$ cat src/rtl/core/nrd_pkg.sv
// Shared widths and item types for the non-restoring divider.
package nrd_pkg;

    // Operand width of the divider.
    localparam int DIV_W = 8;

    // The partial remainder is signed and needs two bits over the operand width.
    localparam int REM_W = DIV_W + 2;

    typedef struct packed {
        logic [DIV_W-1:0] dividend;
        logic [DIV_W-1:0] divisor;
    } nrd_in_t;

    typedef struct packed {
        logic [DIV_W-1:0] quotient;
        logic [DIV_W-1:0] remainder;
    } nrd_out_t;

    // Data handed from one cell of the chain to the next.
    typedef struct packed {
        logic [REM_W-1:0] rem;
        logic [DIV_W-1:0] quo;
        logic [DIV_W-1:0] dsr;
    } nrd_stage_t;

endpackage

$ cat src/rtl/core/nrd_cell.sv
// One non-restoring division step with its own stage register.
module nrd_cell (
    input  logic                aclk,
    input  logic                aresetn,
    input  logic                in_valid,
    output logic                in_ready,
    input  nrd_pkg::nrd_stage_t in_stage,
    output logic                out_valid,
    input  logic                out_ready,
    output nrd_pkg::nrd_stage_t out_stage
);

    logic                       valid_reg;
    nrd_pkg::nrd_stage_t        stage_reg;
    nrd_pkg::nrd_stage_t        stage_next;
    logic [nrd_pkg::REM_W-1:0]  shifted;
    logic [nrd_pkg::REM_W-1:0]  dsr_ext;
    logic [nrd_pkg::REM_W-1:0]  rem_new;

    assign in_ready = !valid_reg || out_ready;

    always_comb begin
        // Shift the top quotient-register bit into the partial remainder.
        shifted = {in_stage.rem[nrd_pkg::REM_W-2:0], in_stage.quo[nrd_pkg::DIV_W-1]};
        dsr_ext = {2'b00, in_stage.dsr};
        if (shifted[nrd_pkg::REM_W-1]) begin
            rem_new = shifted + dsr_ext;
        end else begin
            rem_new = shifted - dsr_ext;
        end
        stage_next.rem = rem_new;
        stage_next.quo = {in_stage.quo[nrd_pkg::DIV_W-2:0], ~rem_new[nrd_pkg::REM_W-1]};
        stage_next.dsr = in_stage.dsr;
    end

    always_ff @(posedge aclk) begin
        if (!aresetn) begin
            valid_reg <= 1'b0;
        end else if (in_ready) begin
            valid_reg <= in_valid;
        end
    end

    always_ff @(posedge aclk) begin
        if (in_ready && in_valid) begin
            stage_reg <= stage_next;
        end
    end

    assign out_valid = valid_reg;
    assign out_stage = stage_reg;

endmodule

$ cat src/rtl/core/nrd_fix.sv
// Final remainder correction and output register of the divider.
module nrd_fix (
    input  logic                aclk,
    input  logic                aresetn,
    input  logic                in_valid,
    output logic                in_ready,
    input  nrd_pkg::nrd_stage_t in_stage,
    output logic                out_valid,
    input  logic                out_ready,
    output nrd_pkg::nrd_out_t   out_data
);

    logic                       valid_reg;
    nrd_pkg::nrd_out_t          data_reg;
    nrd_pkg::nrd_out_t          data_next;
    logic [nrd_pkg::REM_W-1:0]  rem_fixed;

    assign in_ready = !valid_reg || out_ready;

    always_comb begin
        // A negative remainder gets the divisor added back once.
        if (in_stage.rem[nrd_pkg::REM_W-1]) begin
            rem_fixed = in_stage.rem + {2'b00, in_stage.dsr};
        end else begin
            rem_fixed = in_stage.rem;
        end
        data_next.quotient  = in_stage.quo;
        data_next.remainder = rem_fixed[nrd_pkg::DIV_W-1:0];
    end

    always_ff @(posedge aclk) begin
        if (!aresetn) begin
            valid_reg <= 1'b0;
        end else if (in_ready) begin
            valid_reg <= in_valid;
        end
    end

    always_ff @(posedge aclk) begin
        if (in_ready && in_valid) begin
            data_reg <= data_next;
        end
    end

    assign out_valid = valid_reg;
    assign out_data  = data_reg;

endmodule

$ cat src/rtl/core/nonrestoring_divider_top.sv
// Top level of the pipelined non-restoring unsigned divider.
// Each division step is a cell of its own, followed by the correction stage.
// Throughput: one item per cycle while the result side takes items (m_ready high).
// An empty stage takes a new item even when the stage after it is stalled.
// Reset: aresetn is synchronous and active low; it clears every stage's valid bit.
// Data registers are not reset.
module nonrestoring_divider_top (
    input  logic              aclk,
    input  logic              aresetn,
    input  logic              s_valid,
    output logic              s_ready,
    input  nrd_pkg::nrd_in_t  s_data,
    output logic              m_valid,
    input  logic              m_ready,
    output nrd_pkg::nrd_out_t m_data
);

    // Handshake and data between neighbors in the chain. Index 0 is the
    // input side; index DIV_W is what the last step cell hands to the
    // correction stage.
    logic                valid_w [nrd_pkg::DIV_W+1];
    logic                ready_w [nrd_pkg::DIV_W+1];
    nrd_pkg::nrd_stage_t stage_w [nrd_pkg::DIV_W+1];

    // The first cell starts with a zero partial remainder and the dividend in
    // the quotient register, as the textbook shift-register form does.
    assign valid_w[0]     = s_valid;
    assign s_ready        = ready_w[0];
    assign stage_w[0].rem = '0;
    assign stage_w[0].quo = s_data.dividend;
    assign stage_w[0].dsr = s_data.divisor;

    // One cell per quotient bit. Each cell holds one item and passes it on as
    // soon as its neighbor has room, so stalls only back up through full cells.
    for (genvar i = 0; i < nrd_pkg::DIV_W; i++) begin : g_step
        nrd_cell u_cell (
            .aclk      (aclk),
            .aresetn   (aresetn),
            .in_valid  (valid_w[i]),
            .in_ready  (ready_w[i]),
            .in_stage  (stage_w[i]),
            .out_valid (valid_w[i+1]),
            .out_ready (ready_w[i+1]),
            .out_stage (stage_w[i+1])
        );
    end

    // The last stage corrects a negative remainder and drives the result port
    // from its own register.
    nrd_fix u_fix (
        .aclk      (aclk),
        .aresetn   (aresetn),
        .in_valid  (valid_w[nrd_pkg::DIV_W]),
        .in_ready  (ready_w[nrd_pkg::DIV_W]),
        .in_stage  (stage_w[nrd_pkg::DIV_W]),
        .out_valid (m_valid),
        .out_ready (m_ready),
        .out_data  (m_data)
    );

endmodule

$ cat config.mk
export PLATFORM = sky130hd
export DESIGN_NAME = nonrestoring_divider_top
export DESIGN_NICKNAME = d
export VERILOG_FILES = /design/src/rtl/core/nrd_pkg.sv /design/src/rtl/core/nrd_cell.sv /design/src/rtl/core/nrd_fix.sv /design/src/rtl/core/nonrestoring_divider_top.sv
export SDC_FILE = /design/constraint.sdc
export NUM_CORES = 1
export LEC_CHECK = 0
export ABC_AREA = 1
export BUFFER_PORTS_ARGS = -buffer_cell sky130_fd_sc_hd__buf_2
export CAP_MARGIN = 15
export CORE_ASPECT_RATIO = 0.6
export CORE_UTILIZATION = 50
export CTS_CLUSTER_DIAMETER = 30
export DETAILED_ROUTE_END_ITERATION = 10
export PLACE_DENSITY = 0.66
export REMOVE_ABC_BUFFERS = 1
export SYNTH_ARGS = -nofsm -noshare
export SYNTH_HDL_FRONTEND = slang
export SYNTH_SLANG_ARGS = --single-unit
export TNS_END_PERCENT = 5
$ cat constraint.sdc
create_clock -name aclk -period 3.4 [get_ports aclk]
set_input_delay 0.34 -clock aclk [delete_from_list [all_inputs] [get_ports aclk]]
set_output_delay 0.34 -clock aclk [all_outputs]
set_load 0.01 [all_outputs]
# == Word-level counts from Yosys, hierarchy flattened ==
# Index checks and enable logic that the tools add are counted.
# totals
register_bits,226
inputBits,20
word_cells,94
# classes
addsub,16
muxes,8
bitwise,8
n_reduce_logical,27
# ops
operator,count
$add A10 B8 Y10,7
$mux W10,7
$sub A10 B8 Y10,7
$logic_and A1 B1 Y1,9
$logic_not A1 Y1,9
$logic_or A1 B1 Y1,9
$sub A1 B8 Y9,1
$add A8 B8 Y8,1
$mux W8,1
$not A1 Y1,8

# == Logic depth before layout (Yosys ltp) ==
# Gate-level depths: netlist of the first run.
# depth
depth_word,11
depth_mapped,17
depth_no_buf,17

# == By module ==
# Synthesis of the first run repeated with hierarchy kept, for this count alone.
# unflattened
cells_unflattened,1304
area_unflattened_um2,12872.3
# modules_own_cells
mod,instances,cells_per_inst,area_each_um2
nrd_cell at g_step[1].u_cell ...,6,150,1485.2
nrd_cell at g_step[0].u_cell ...,2,150,1500.2
nrd_fix,1,103,957.2
nonrestoring_divider_top,1,1,3.8

# == Worst setup path before layout of the first run ==
# OpenSTA, ideal clock, no wires.
# synth_timing
path_type,register to register
from,reg u_fix.valid_reg (netlist: u_fix.out_valid)
to,"reg g_step[0].u_cell.stage_reg (netlist bit g_step[0].u_cell.out_stage[0]), enable pin"
t_arrival_ns,1.999
required_ns,2.985
setup_slack_ns,0.986
stages_incl_launch_ff,8
period_less_slack_ns,2.414
cell_sequence,dfxtp_1 > nand3_2 > nor2_4 > nand2_2 > nor2_4 > nand3_4 > nor2_4 > a21oi_1
# synth_between
elab_chain_len,11
# synth_rtl
element,line_no,text
"start, declared",nrd_fix.sv:13,logic valid_reg;
"start signal, assigned",nrd_fix.sv:35,valid_reg <= in_valid;
$logic_not A1 Y1,nrd_fix.sv:18,assign in_ready = !valid_reg || out_ready;
$logic_or A1 B1 Y1,nrd_fix.sv:18,
$logic_or A1 B1 Y1 (8 in series),nrd_cell.sv:20,assign in_ready = !valid_reg || out_ready;
$logic_and A1 B1 Y1,nrd_cell.sv:45,if (in_ready && in_valid) begin
"end signal, assigned",nrd_cell.sv:46,stage_reg <= stage_next;
"end, declared",nrd_cell.sv:14,nrd_pkg::nrd_stage_t stage_reg;
# Every way passes these cells.
# A chain may end at the register's enable or synchronous reset.

==> results by group, run 1 <==
Yosys
  – Mean Syn Cell Area: about 11 µm²
  – Post-Synthesis Cell Area: about 11000 µm²
  – Ys flop type: edfxtp_1
  – Register area share after synthesis: 0.5866
  – Synth Instances: roughly 1000
  – Compound-Gate Fraction of Synth Area: 0.05626
  – Library cells used by synthesis: 33
  – Area contributors post-synth: edfxtp_1 (57%), ha_1 (8.7%), xor2_1 (6.4%)
  – Mux cell area share after synthesis: 0
  – Synth Area in Simple Gates: 0.1329
  – Synth Register Bits: between 200 and 250
  – Ys Warns: 0
  – Top post-synthesis cells by count: edfxtp_1 (216), nand2_1 (173), inv_1 (147)
  – Most frequent cell after synthesis: edfxtp_1
  – Synth Area in Adders: 0.1011
  – Asr flop ratio synth: 0
  – Synth area leader: edfxtp_1
  – Largest family of logic cells by synthesized area: simple AND/OR/NAND/NOR gates
  – Post-synth EDFFs: 216
  – Post-Synth XOR/XNOR Area: 0.07321
  – Synth top area share: 0.5707

Finish
  – Diode count: 0
  – Final Cell Area: around 13000 µm²
  – Synth-to-layout area growth: 16.61%
  – Non-filler instance count after layout: roughly 1400
  – Core Util, Final: 0.5976
  – Share of cells above drive strength 1: 0.1020
  – FILL cells: approximately 1800
  – Layout Nets: roughly 1200

STA
  – Setup violators final: 0
  – Slew margin rel.: 0.3358
  – Final hold vios: 0
  – Hold Slack: approximately 0.028 ns
  – Fin crit period: roughly 2.7 ns
  – Crit share post-route: 0.7929
  – Fmax: 371.0 MHz
  – Worst-Margin Slew: approximately 1 ns
  – Final slew viol count: 0
  – Setup_tns: 0 ns
  – Unrepaired setup endpoints after global routing: no
  – Clock Skew: 0.02624 ns
  – Final WS setup: just over 0.7 ns

Clocking
  – CTS H-tree lvls: 2
  – Clock root cell: clkbuf_16
  – Post-CTS setup buffers: 0
  – Post-CTS resize count: 0
  – Cts bufs inserted: 35
  – Largest buffer count on any clock path: 3
  – Hold Buf Count CTS: 7
  – Worst-Skew Late Latency: around 0.52 ns
  – CTS tree: yes
  – Reg clk slew, reported paths: roughly 0.06 ns
  – Clk sink count: between 200 and 250

Power and ir drop
  – Peak supply drop: around 0.3 mV
  – Final total power: ~7.7 mW
  – Static Leakage: between 5 and 6 nW
  – Power per cell area: around 600 nW/µm²

Setup path
  – Setup crit end kind: register
  – Critical-path maximum fanout: 5
  – Crit Path Class: register to register
  – Worst Path Arrival: a little under 3 ns
  – CP Launch Type: register
  – Crit path required time: about 3.6 ns

Global route
  – First-pass GRT wire length: ~35000 µm
  – Total grt overflow: 0
  – All-Layer GR Usage: 0.1920
  – Largest net degree at the start of global routing: 26
  – Initial antenna violation count: 0
  – Vias in the first global route: around 6600

Route
  – DRC errors left: 0
  – Initial drt markers: roughly 470
  – Routed Antenna Nets: 0
  – DR vias/cell: approximately 5
  – DR WL met2: roughly 7400 µm
  – Uppermost layer routed: met4
  – Wire per inst: between 10 and 15 µm
  – Total number of vias: a little over 7000
  – Met3 wire length: roughly 1700 µm
  – Wl on met1: approximately 12000 µm
  – Drt first pass iters: 5
  – Total Routed Length: 21240 µm

Flow run
  – Max-cap violations: 0

Floorplanning
  – Rows: 42
  – # IOs: 38
  – Die Y: around 120 µm
  – Core ar.: between 20000 and 25000 µm²
  – Die width: 196.6 µm
  – Starting Density: 0.5125
  – Die Area: approximately 23000 µm²

Placed design
  – Final GP Congestion: about 0.87
  – Pre-CTS setup slack: 0.7593 ns
  – Hpwl dp: between 15000 and 20000 µm
  – Port Buffers: 37
  – Placed cells: between 1000 and 1500
  – Placed cell area: approximately 12000 µm²

Run status
  – Outcome: finished, final reports clean

Min path
  – Hold/Removal Path Class: input port to register
-- cells by family (layout without fill, tap and decap cells) --
family | count (synthesis) | count (layout)
buf+inv | 151 | 263
fa+ha+maj | 87 | 87
flops | 225 | 225
compound gates | 116 | 116
simple gates | 342 | 342
xor+xnor | 95 | 95
-- worst max-delay path, stage by stage, from the launching register on --
cell and delay [ns]:
edfxtp_1 0.49, inv_1 0.15, ha_1 0.18, nand3_1 0.10, o31ai_1 0.30, xor2_1 0.22, ha_1 0.31, a21oi_1 0.23
o21a_1 0.14, nand3_1 0.14, xor2_1 0.19
-- path summary, 6_finish.rpt --
check,from,end,slack [ns],depth (start not counted)
max reg2reg,g_step[5].u_cell.out_stage[0],g_step[6].u_cell.out_stage[8],0.70,10
min reg2reg,g_step[0].u_cell.out_stage[8],g_step[1].u_cell.out_stage[9],0.42,0
min,s_data[0],g_step[0].u_cell.out_stage[0],0.03,1
max,g_step[5].u_cell.out_stage[0],g_step[6].u_cell.out_stage[8],0.70,10
-- flip-flops by register name, indices dropped and copies added (netlist names) --
signal                   cells
g_step.u_cell.out_stage    200
g_step.u_cell.out_valid      8
u_fix.out_valid              1
u_fix.out_data              16
-- where the power goes --
| group | switching, mW | internal (mW) |
|---|---|---|
| sequential | 0.0627 | 3.20 |
| clock | 1.34 | 2.27 |
| combinational | 0.534 | 0.338 |
-- layer usage --
layer,vias up,track usage
met4,0,0.04603
met3,27,0.05708
met2,208,0.2320
met5,-,0
met1,3261,0.3223
li1,3671,-
-- cell usage in the layout, fill, tap and decap left out, drive strengths merged --
master       count
edfxtp         216
nand2          174
inv            159
xor2            83
ha              79
nand3           70
nor2            59
a21oi           53
buf             42
clkbuf          40
o21ai           32
nand4           18
nor3            14
xnor2           12
a31oi           11
clkinv          10
dfxtp            9
fa               8
dlygate4sd3      7
o21a             6
or2              6
o21bai           5
o22ai            4
a21o             4
bufinv           3
clkinvlp         2
o31ai            1
nand3b           1
-- cell type report --
class	instances	area (µm²)	area share
Sequential cell	225	6666	0.5030
Multi-Input combinational cell	640	4143	0.3126
Clock buffer	40	937.1	0.07071
Inverter	150	563.0	0.04248
Tap cell	308	385.4	0.02908
Timing Repair Buffer	49	292.8	0.02209
Clock inverter	24	265.3	0.02002
Note: power is estimated with default switching activity, not from simulation.
==> run 2, diff against run 1 <==
==> constraint.sdc (replaced) <==
create_clock -name aclk -period 2.6 [get_ports aclk]
set_input_delay 0.26 -clock aclk [delete_from_list [all_inputs] [get_ports aclk]]
set_output_delay 0.26 -clock aclk [all_outputs]
set_load 0.01 [all_outputs]
==> results by group, run 2 (same netlist as run 1, synthesis figures left out) <==
Run status
  – Outcome: finished, final reports clean

Clocking
  – Largest buffer count on any clock path: 3
  – CTS tree: yes
  – Cts bufs inserted: 34
  – CTS H-tree lvls: 2
  – Clock root cell: clkbuf_16
  – Worst-Skew Late Latency: about 0.51 ns
  – Reg clk slew, reported paths: about 0.05 ns
  – Clk sink count: 225

Setup path
  – Setup crit end kind: register
  – Worst Path Arrival: approximately 2.8 ns
  – Worst reg2reg path depth: 10
  – CP Launch Type: register
  – Critical-path maximum fanout: 5
  – Crit path required time: roughly 2.9 ns
  – Crit Path Class: register to register

Route
  – Uppermost layer routed: met4
  – Initial drt markers: between 400 and 500
  – DR WL met2: approximately 7700 µm
  – Routed Antenna Nets: 0
  – Drt first pass iters: 6
  – DR vias/cell: between 5 and 6
  – Met3 wire length: around 1500 µm
  – Total Routed Length: 21410 µm
  – Wl on met1: 11850 µm
  – Wire per inst: 14.73 µm
  – DRC errors left: 0
  – Total number of vias: about 7300

Global route
  – All-Layer GR Usage: 0.1928
  – Largest net degree at the start of global routing: 26
  – Vias in the first global route: roughly 6700
  – First-pass GRT wire length: 34790 µm
  – Initial antenna violation count: 0
  – Total grt overflow: 0

Finish
  – FILL cells: 1778
  – Most common cell after layout, fill and taps aside: edfxtp_1
  – Multi-input gate area: around 4300 µm²
  – Share of cells above drive strength 1: 0.1328
  – Diode count: 0
  – Layout Nets: approximately 1200
  – Max reg flops: 200
  – Most frequent cells in the layout: edfxtp_1 (216), nand2_1 (173), inv_1 (143)
  – Flip-flop and latch area: between 6000 and 7000 µm²
  – Synth-to-layout area growth: 18.30%

STA
  – Worst-Margin Slew: 0.9784 ns
  – Slew margin rel.: 0.3470
  – Final WS setup: between 0.09 and 0.1 ns
  – Setup violators final: 0
  – Clock Skew: roughly 0.026 ns
  – Crit share post-route: 0.9620
  – Unrepaired setup endpoints after global routing: yes
  – Hold Slack: ~0.02 ns
  – Fin crit period: roughly 2.5 ns
  – Final hold vios: 0
  – Fmax: roughly 400 MHz
  – Setup_tns: 0 ns
  – Final slew viol count: 0

Power and ir drop
  – Switching share of power: 0.2598
  – Gate power share: 0.123
  – Seq pwr share: 0.433
  – Sw Pwr: 2.559 mW
  – P_int: between 7 and 8 mW
  – Clock group share of total power: 0.444
  – Power per cell area: 732.5 nW/µm²
  – Peak supply drop: approximately 0.78 mV
  – Static Leakage: roughly 5.6 nW

Floorplanning
  – # IOs: 38
  – Rows: 42
  – Die Y: roughly 120 µm
  – Core ar.: approximately 22000 µm²
  – Die Area: between 20000 and 25000 µm²
  – Starting Density: 0.5125
  – Die width: between 150 and 200 µm

Placed design
  – Port Buffers: 37
  – Hpwl dp: between 15000 and 20000 µm
  – Final GP Congestion: around 0.88
  – Pre-CTS setup slack: roughly 0.054 ns

Min path
  – Hold/Removal Path Class: input port to register
  – Hold Path Stages: 1

Flow run
  – Max-cap violations: 0
run 2: worst max-delay path: stages (launching register included):
cell,delay (ns)
edfxtp_1,0.43
inv_1,0.14
ha_1,0.18
nand3_1,0.13
o31ai_2,0.26
xor2_1,0.22
ha_1,0.31
a21oi_2,0.18
o21a_1,0.12
nand3_1,0.12
xor2_1,0.16
run 2: cell type report:
cell class,instances,share of cell area
clock buffer,35,0.06515
clock inverter,26,0.01750
inverter,150,0.04188
multi-input combinational,640,0.3167
sequential,225,0.4959
tap,308,0.02866
timing repair buffer,69,0.03425
run 2: repair_timing:
action / in CTS / in global routing
setup endpoints to repair: 0 / 14
endpoints found under the hold margin: 14 / 0
hold buffers: 14 / 0
resized for setup: 0 / 27
buffers inserted: 0 / 9
run 2: power by group through the flow:
stage | registers, mW | logic (mW) | clock network [mW]
after floorplan | 4.30 | 0.869 | 0
after global placement | 4.34 | 1.10 | 0
after detailed placement | 4.34 | 1.12 | 0
after CTS | 4.27 | 1.15 | 4.48
after global routing | 4.28 | 1.36 | 4.63
final | 4.27 | 1.21 | 4.37
run 2: final timing paths:
check                                 startpoint                             end  slack (ns)
setup / recovery   g_step[5].u_cell.out_stage[1]   g_step[6].u_cell.out_stage[8]         0.1
hold / removal                         s_data[5]   g_step[0].u_cell.out_stage[5]        0.02
setup reg to reg   g_step[5].u_cell.out_stage[1]   g_step[6].u_cell.out_stage[8]         0.1
hold reg to reg   g_step[3].u_cell.out_stage[12]  g_step[4].u_cell.out_stage[13]        0.40
run 2: layer usage:
metal | vias to the layer above | track usage
li1 | 3725 | -
met1 | 3362 | 0.3212
met2 | 206 | 0.2394
met3 | 38 | 0.05051
met4 | 0 | 0.04942
met5 | - | 0
run 2: through the flow:
stage | instance area, µm² | util | total power, mW | cells
2_1_floorplan | 11360 | - | 5.174 | 1015
3_3_place_gp | 12010 | 0.5416 | 5.445 | 1369
3_5_place_dp | 12010 | 0.5416 | 5.465 | 1369
4_1_cts | 13260 | 0.5980 | 9.893 | 1444
5_1_grt | 13440 | 0.6062 | 10.27 | 1453
6_report | 13440 | 0.6062 | 9.848 | 1453
==> run 3, diff against run 2 <==
--- a/config.mk
+++ b/config.mk
@@ -10,10 +10,9 @@
 export CAP_MARGIN = 15
 export CORE_ASPECT_RATIO = 0.6
 export CORE_UTILIZATION = 50
-export CTS_CLUSTER_DIAMETER = 30
+export CTS_CLUSTER_DIAMETER = 50
 export DETAILED_ROUTE_END_ITERATION = 10
 export PLACE_DENSITY = 0.66
-export REMOVE_ABC_BUFFERS = 1
 export SYNTH_ARGS = -nofsm -noshare
 export SYNTH_HDL_FRONTEND = slang
 export SYNTH_SLANG_ARGS = --single-unit
==> results by group, run 3 (same netlist as run 1, synthesis figures left out) <==
Setup path
  – CP top delay family: compound AO/OA/AOI/OAI gates
  – Slowest cell on crit path: edfxtp_1
  – Crit path required time: between 2 and 3 ns
  – CP Cell Sequence: inv_1 -> ha_1 -> nand3_1 -> o31ai_2 -> xor2_1 -> ha_1 -> a21oi_2 -> o21a_1 -> nand3_1 -> xor2_1
  – Worst Path Arrival: 2.73 ns
  – CP peak stage delay: roughly 0.45 ns
  – Crit Path Class: register to register
  – CP Launch Type: register
  – Setup crit end kind: register
  – CP Buf/Inv Count: 1
  – Critical-path maximum fanout: 5

Global route
  – Largest net degree at the start of global routing: 26
  – First-pass GRT wire length: 34540 µm
  – All-Layer GR Usage: 0.1885
  – Top Usage Layer GRT: met1
  – Met1 Use GR: 0.3223
  – Met2 Use GR: 0.2480
  – Initial antenna violation count: 0
  – Total grt overflow: 0
  – Vias in the first global route: 6806
  – GR met3 Demand/Resource: 0.03111

STA
  – Setup violators final: 0
  – Fmax: 402.1 MHz
  – Setup_tns: 0 ns
  – Worst-Margin Slew: approximately 1.0 ns
  – Final WS setup: 0.1131 ns
  – Unrepaired setup endpoints after global routing: yes
  – Hold Slack: 0.03610 ns
  – Final hold vios: 0
  – Fin crit period: between 2 and 2.5 ns
  – Crit share post-route: 0.9565
  – Slew margin rel.: 0.3269
  – Final slew viol count: 0
  – Clock Skew: roughly 0.0065 ns

Floorplanning
  – Die Area: roughly 23000 µm²
  – Starting Density: 0.5125
  – Die width: 196.6 µm
  – Core ar.: 22180 µm²
  – Rows: between 40 and 50
  – Die Y: 118.8 µm
  – # IOs: 38

Route
  – DRC errors left: 0
  – Wire per inst: 14.88 µm
  – Drt first pass iters: 7
  – Initial drt markers: approximately 570
  – Total Routed Length: 21330 µm
  – DR vias/cell: 5.084
  – Routed Antenna Nets: 0
  – Total number of vias: approximately 7300

Power and ir drop
  – Final total power: 8.595 mW
  – Static Leakage: between 5 and 6 nW
  – Power per cell area: approximately 660 nW/µm²
  – Peak supply drop: approximately 0.50 mV

Finish
  – Multi-input gate area: 4235 µm²
  – FILL cells: 1833
  – Core Util, Final: 0.5881
  – Max reg flops: 200
  – Flip-flop and latch area: roughly 6700 µm²
  – Share of cells above drive strength 1: 0.1101
  – Diode count: 0
  – Non-filler instance count after layout: 1434
  – Layout Nets: roughly 1200
  – Synth-to-layout area growth: 14.76%
  – Most common cell after layout, fill and taps aside: edfxtp_1
  – Most frequent cells in the layout: edfxtp_1 (216), nand2_1 (173), inv_1 (143)
  – Final Cell Area: about 13000 µm²

Clocking
  – Largest buffer count on any clock path: 3
  – Cts bufs inserted: 23
  – Clk sink count: about 230
  – CTS tree: yes
  – CTS H-tree lvls: 1
  – Worst-Skew Late Latency: ~0.5 ns
  – Reg clk slew, reported paths: around 0.06 ns
  – Clock root cell: clkbuf_16

Placed design
  – Port Buffers: 37
  – Hpwl dp: ~16000 µm
  – Placed cell area: ~12000 µm²
  – Final GP Congestion: around 0.86
  – Pre-CTS setup slack: about 0.053 ns
  – Placed cells: about 1400

Yosys
  – Syn Nets: roughly 1100

Run status
  – Outcome: finished, final reports clean

Min path
  – Hold/Removal Path Class: input port to register

Flow run
  – Max-cap violations: 0
-- run 3: cell count changes in the layout (fill, tap and decap cells not counted), moves of 3 or more --
cell	delta
clkbuf_1	+3
clkbuf_16	-12
clkinv_1	+5
clkinv_4	-3
clkinvlp_4	-5
inv_6	-5
-- run 3: layer usage --
| layer | share of wire | vias up |
|---|---|---|
| met1 | 0.54 | 3340 |
| li1 | - | 3677 |
| met2 | 0.36 | 252 |
| met4 | 0.012 | 0 |
| met3 | 0.079 | 21 |
| met5 | 0 | - |
-- run 3: cell type report --
cell class | count | share of cell area
flip-flops and latches | 225 | 0.5111
multi-input cells | 640 | 0.3247
clock buffers | 26 | 0.04499
inverters | 150 | 0.04317
repair buffers | 71 | 0.03665
well taps | 308 | 0.02955
clock inverters | 14 | 0.009785
-- run 3: worst reg2reg max path, cell delays in order (launching register included) --
cell and delay, ns:
edfxtp_1 0.45, inv_1 0.13, ha_1 0.17, nand3_1 0.12, o31ai_2 0.25, xor2_1 0.21
ha_1 0.32, a21oi_2 0.19, o21a_1 0.12, nand3_1 0.12, xor2_1 0.16
-- run 3: worst paths after layout --
path	from	endpoint	slack [ns]	depth (start not counted)
worst max-delay path	g_step[5].u_cell.out_stage[0]	g_step[6].u_cell.out_stage[8]	0.11	10
worst min-delay path	m_ready	u_fix.out_valid	0.04	4
worst max register to register	g_step[5].u_cell.out_stage[0]	g_step[6].u_cell.out_stage[8]	0.11	10
worst min register to register	g_step[3].u_cell.out_stage[12]	g_step[4].u_cell.out_stage[13]	0.42	0
-- run 3: timing repair --
item | in CTS | in global routing
gates resized for setup | 0 | 25
hold endpoints to repair | 15 | 0
buffers inserted | 0 | 10
setup endpoints to repair | 0 | 13
hold buffers | 15 | 0
-- run 3: where the power goes --
group          internal [mW]  total [mW]  switching [mW]  leakage (nW)
logic                  0.465        1.18           0.719          3.01
registers               4.18        4.27          0.0817          2.05
clock network           1.82        3.15            1.32         0.348
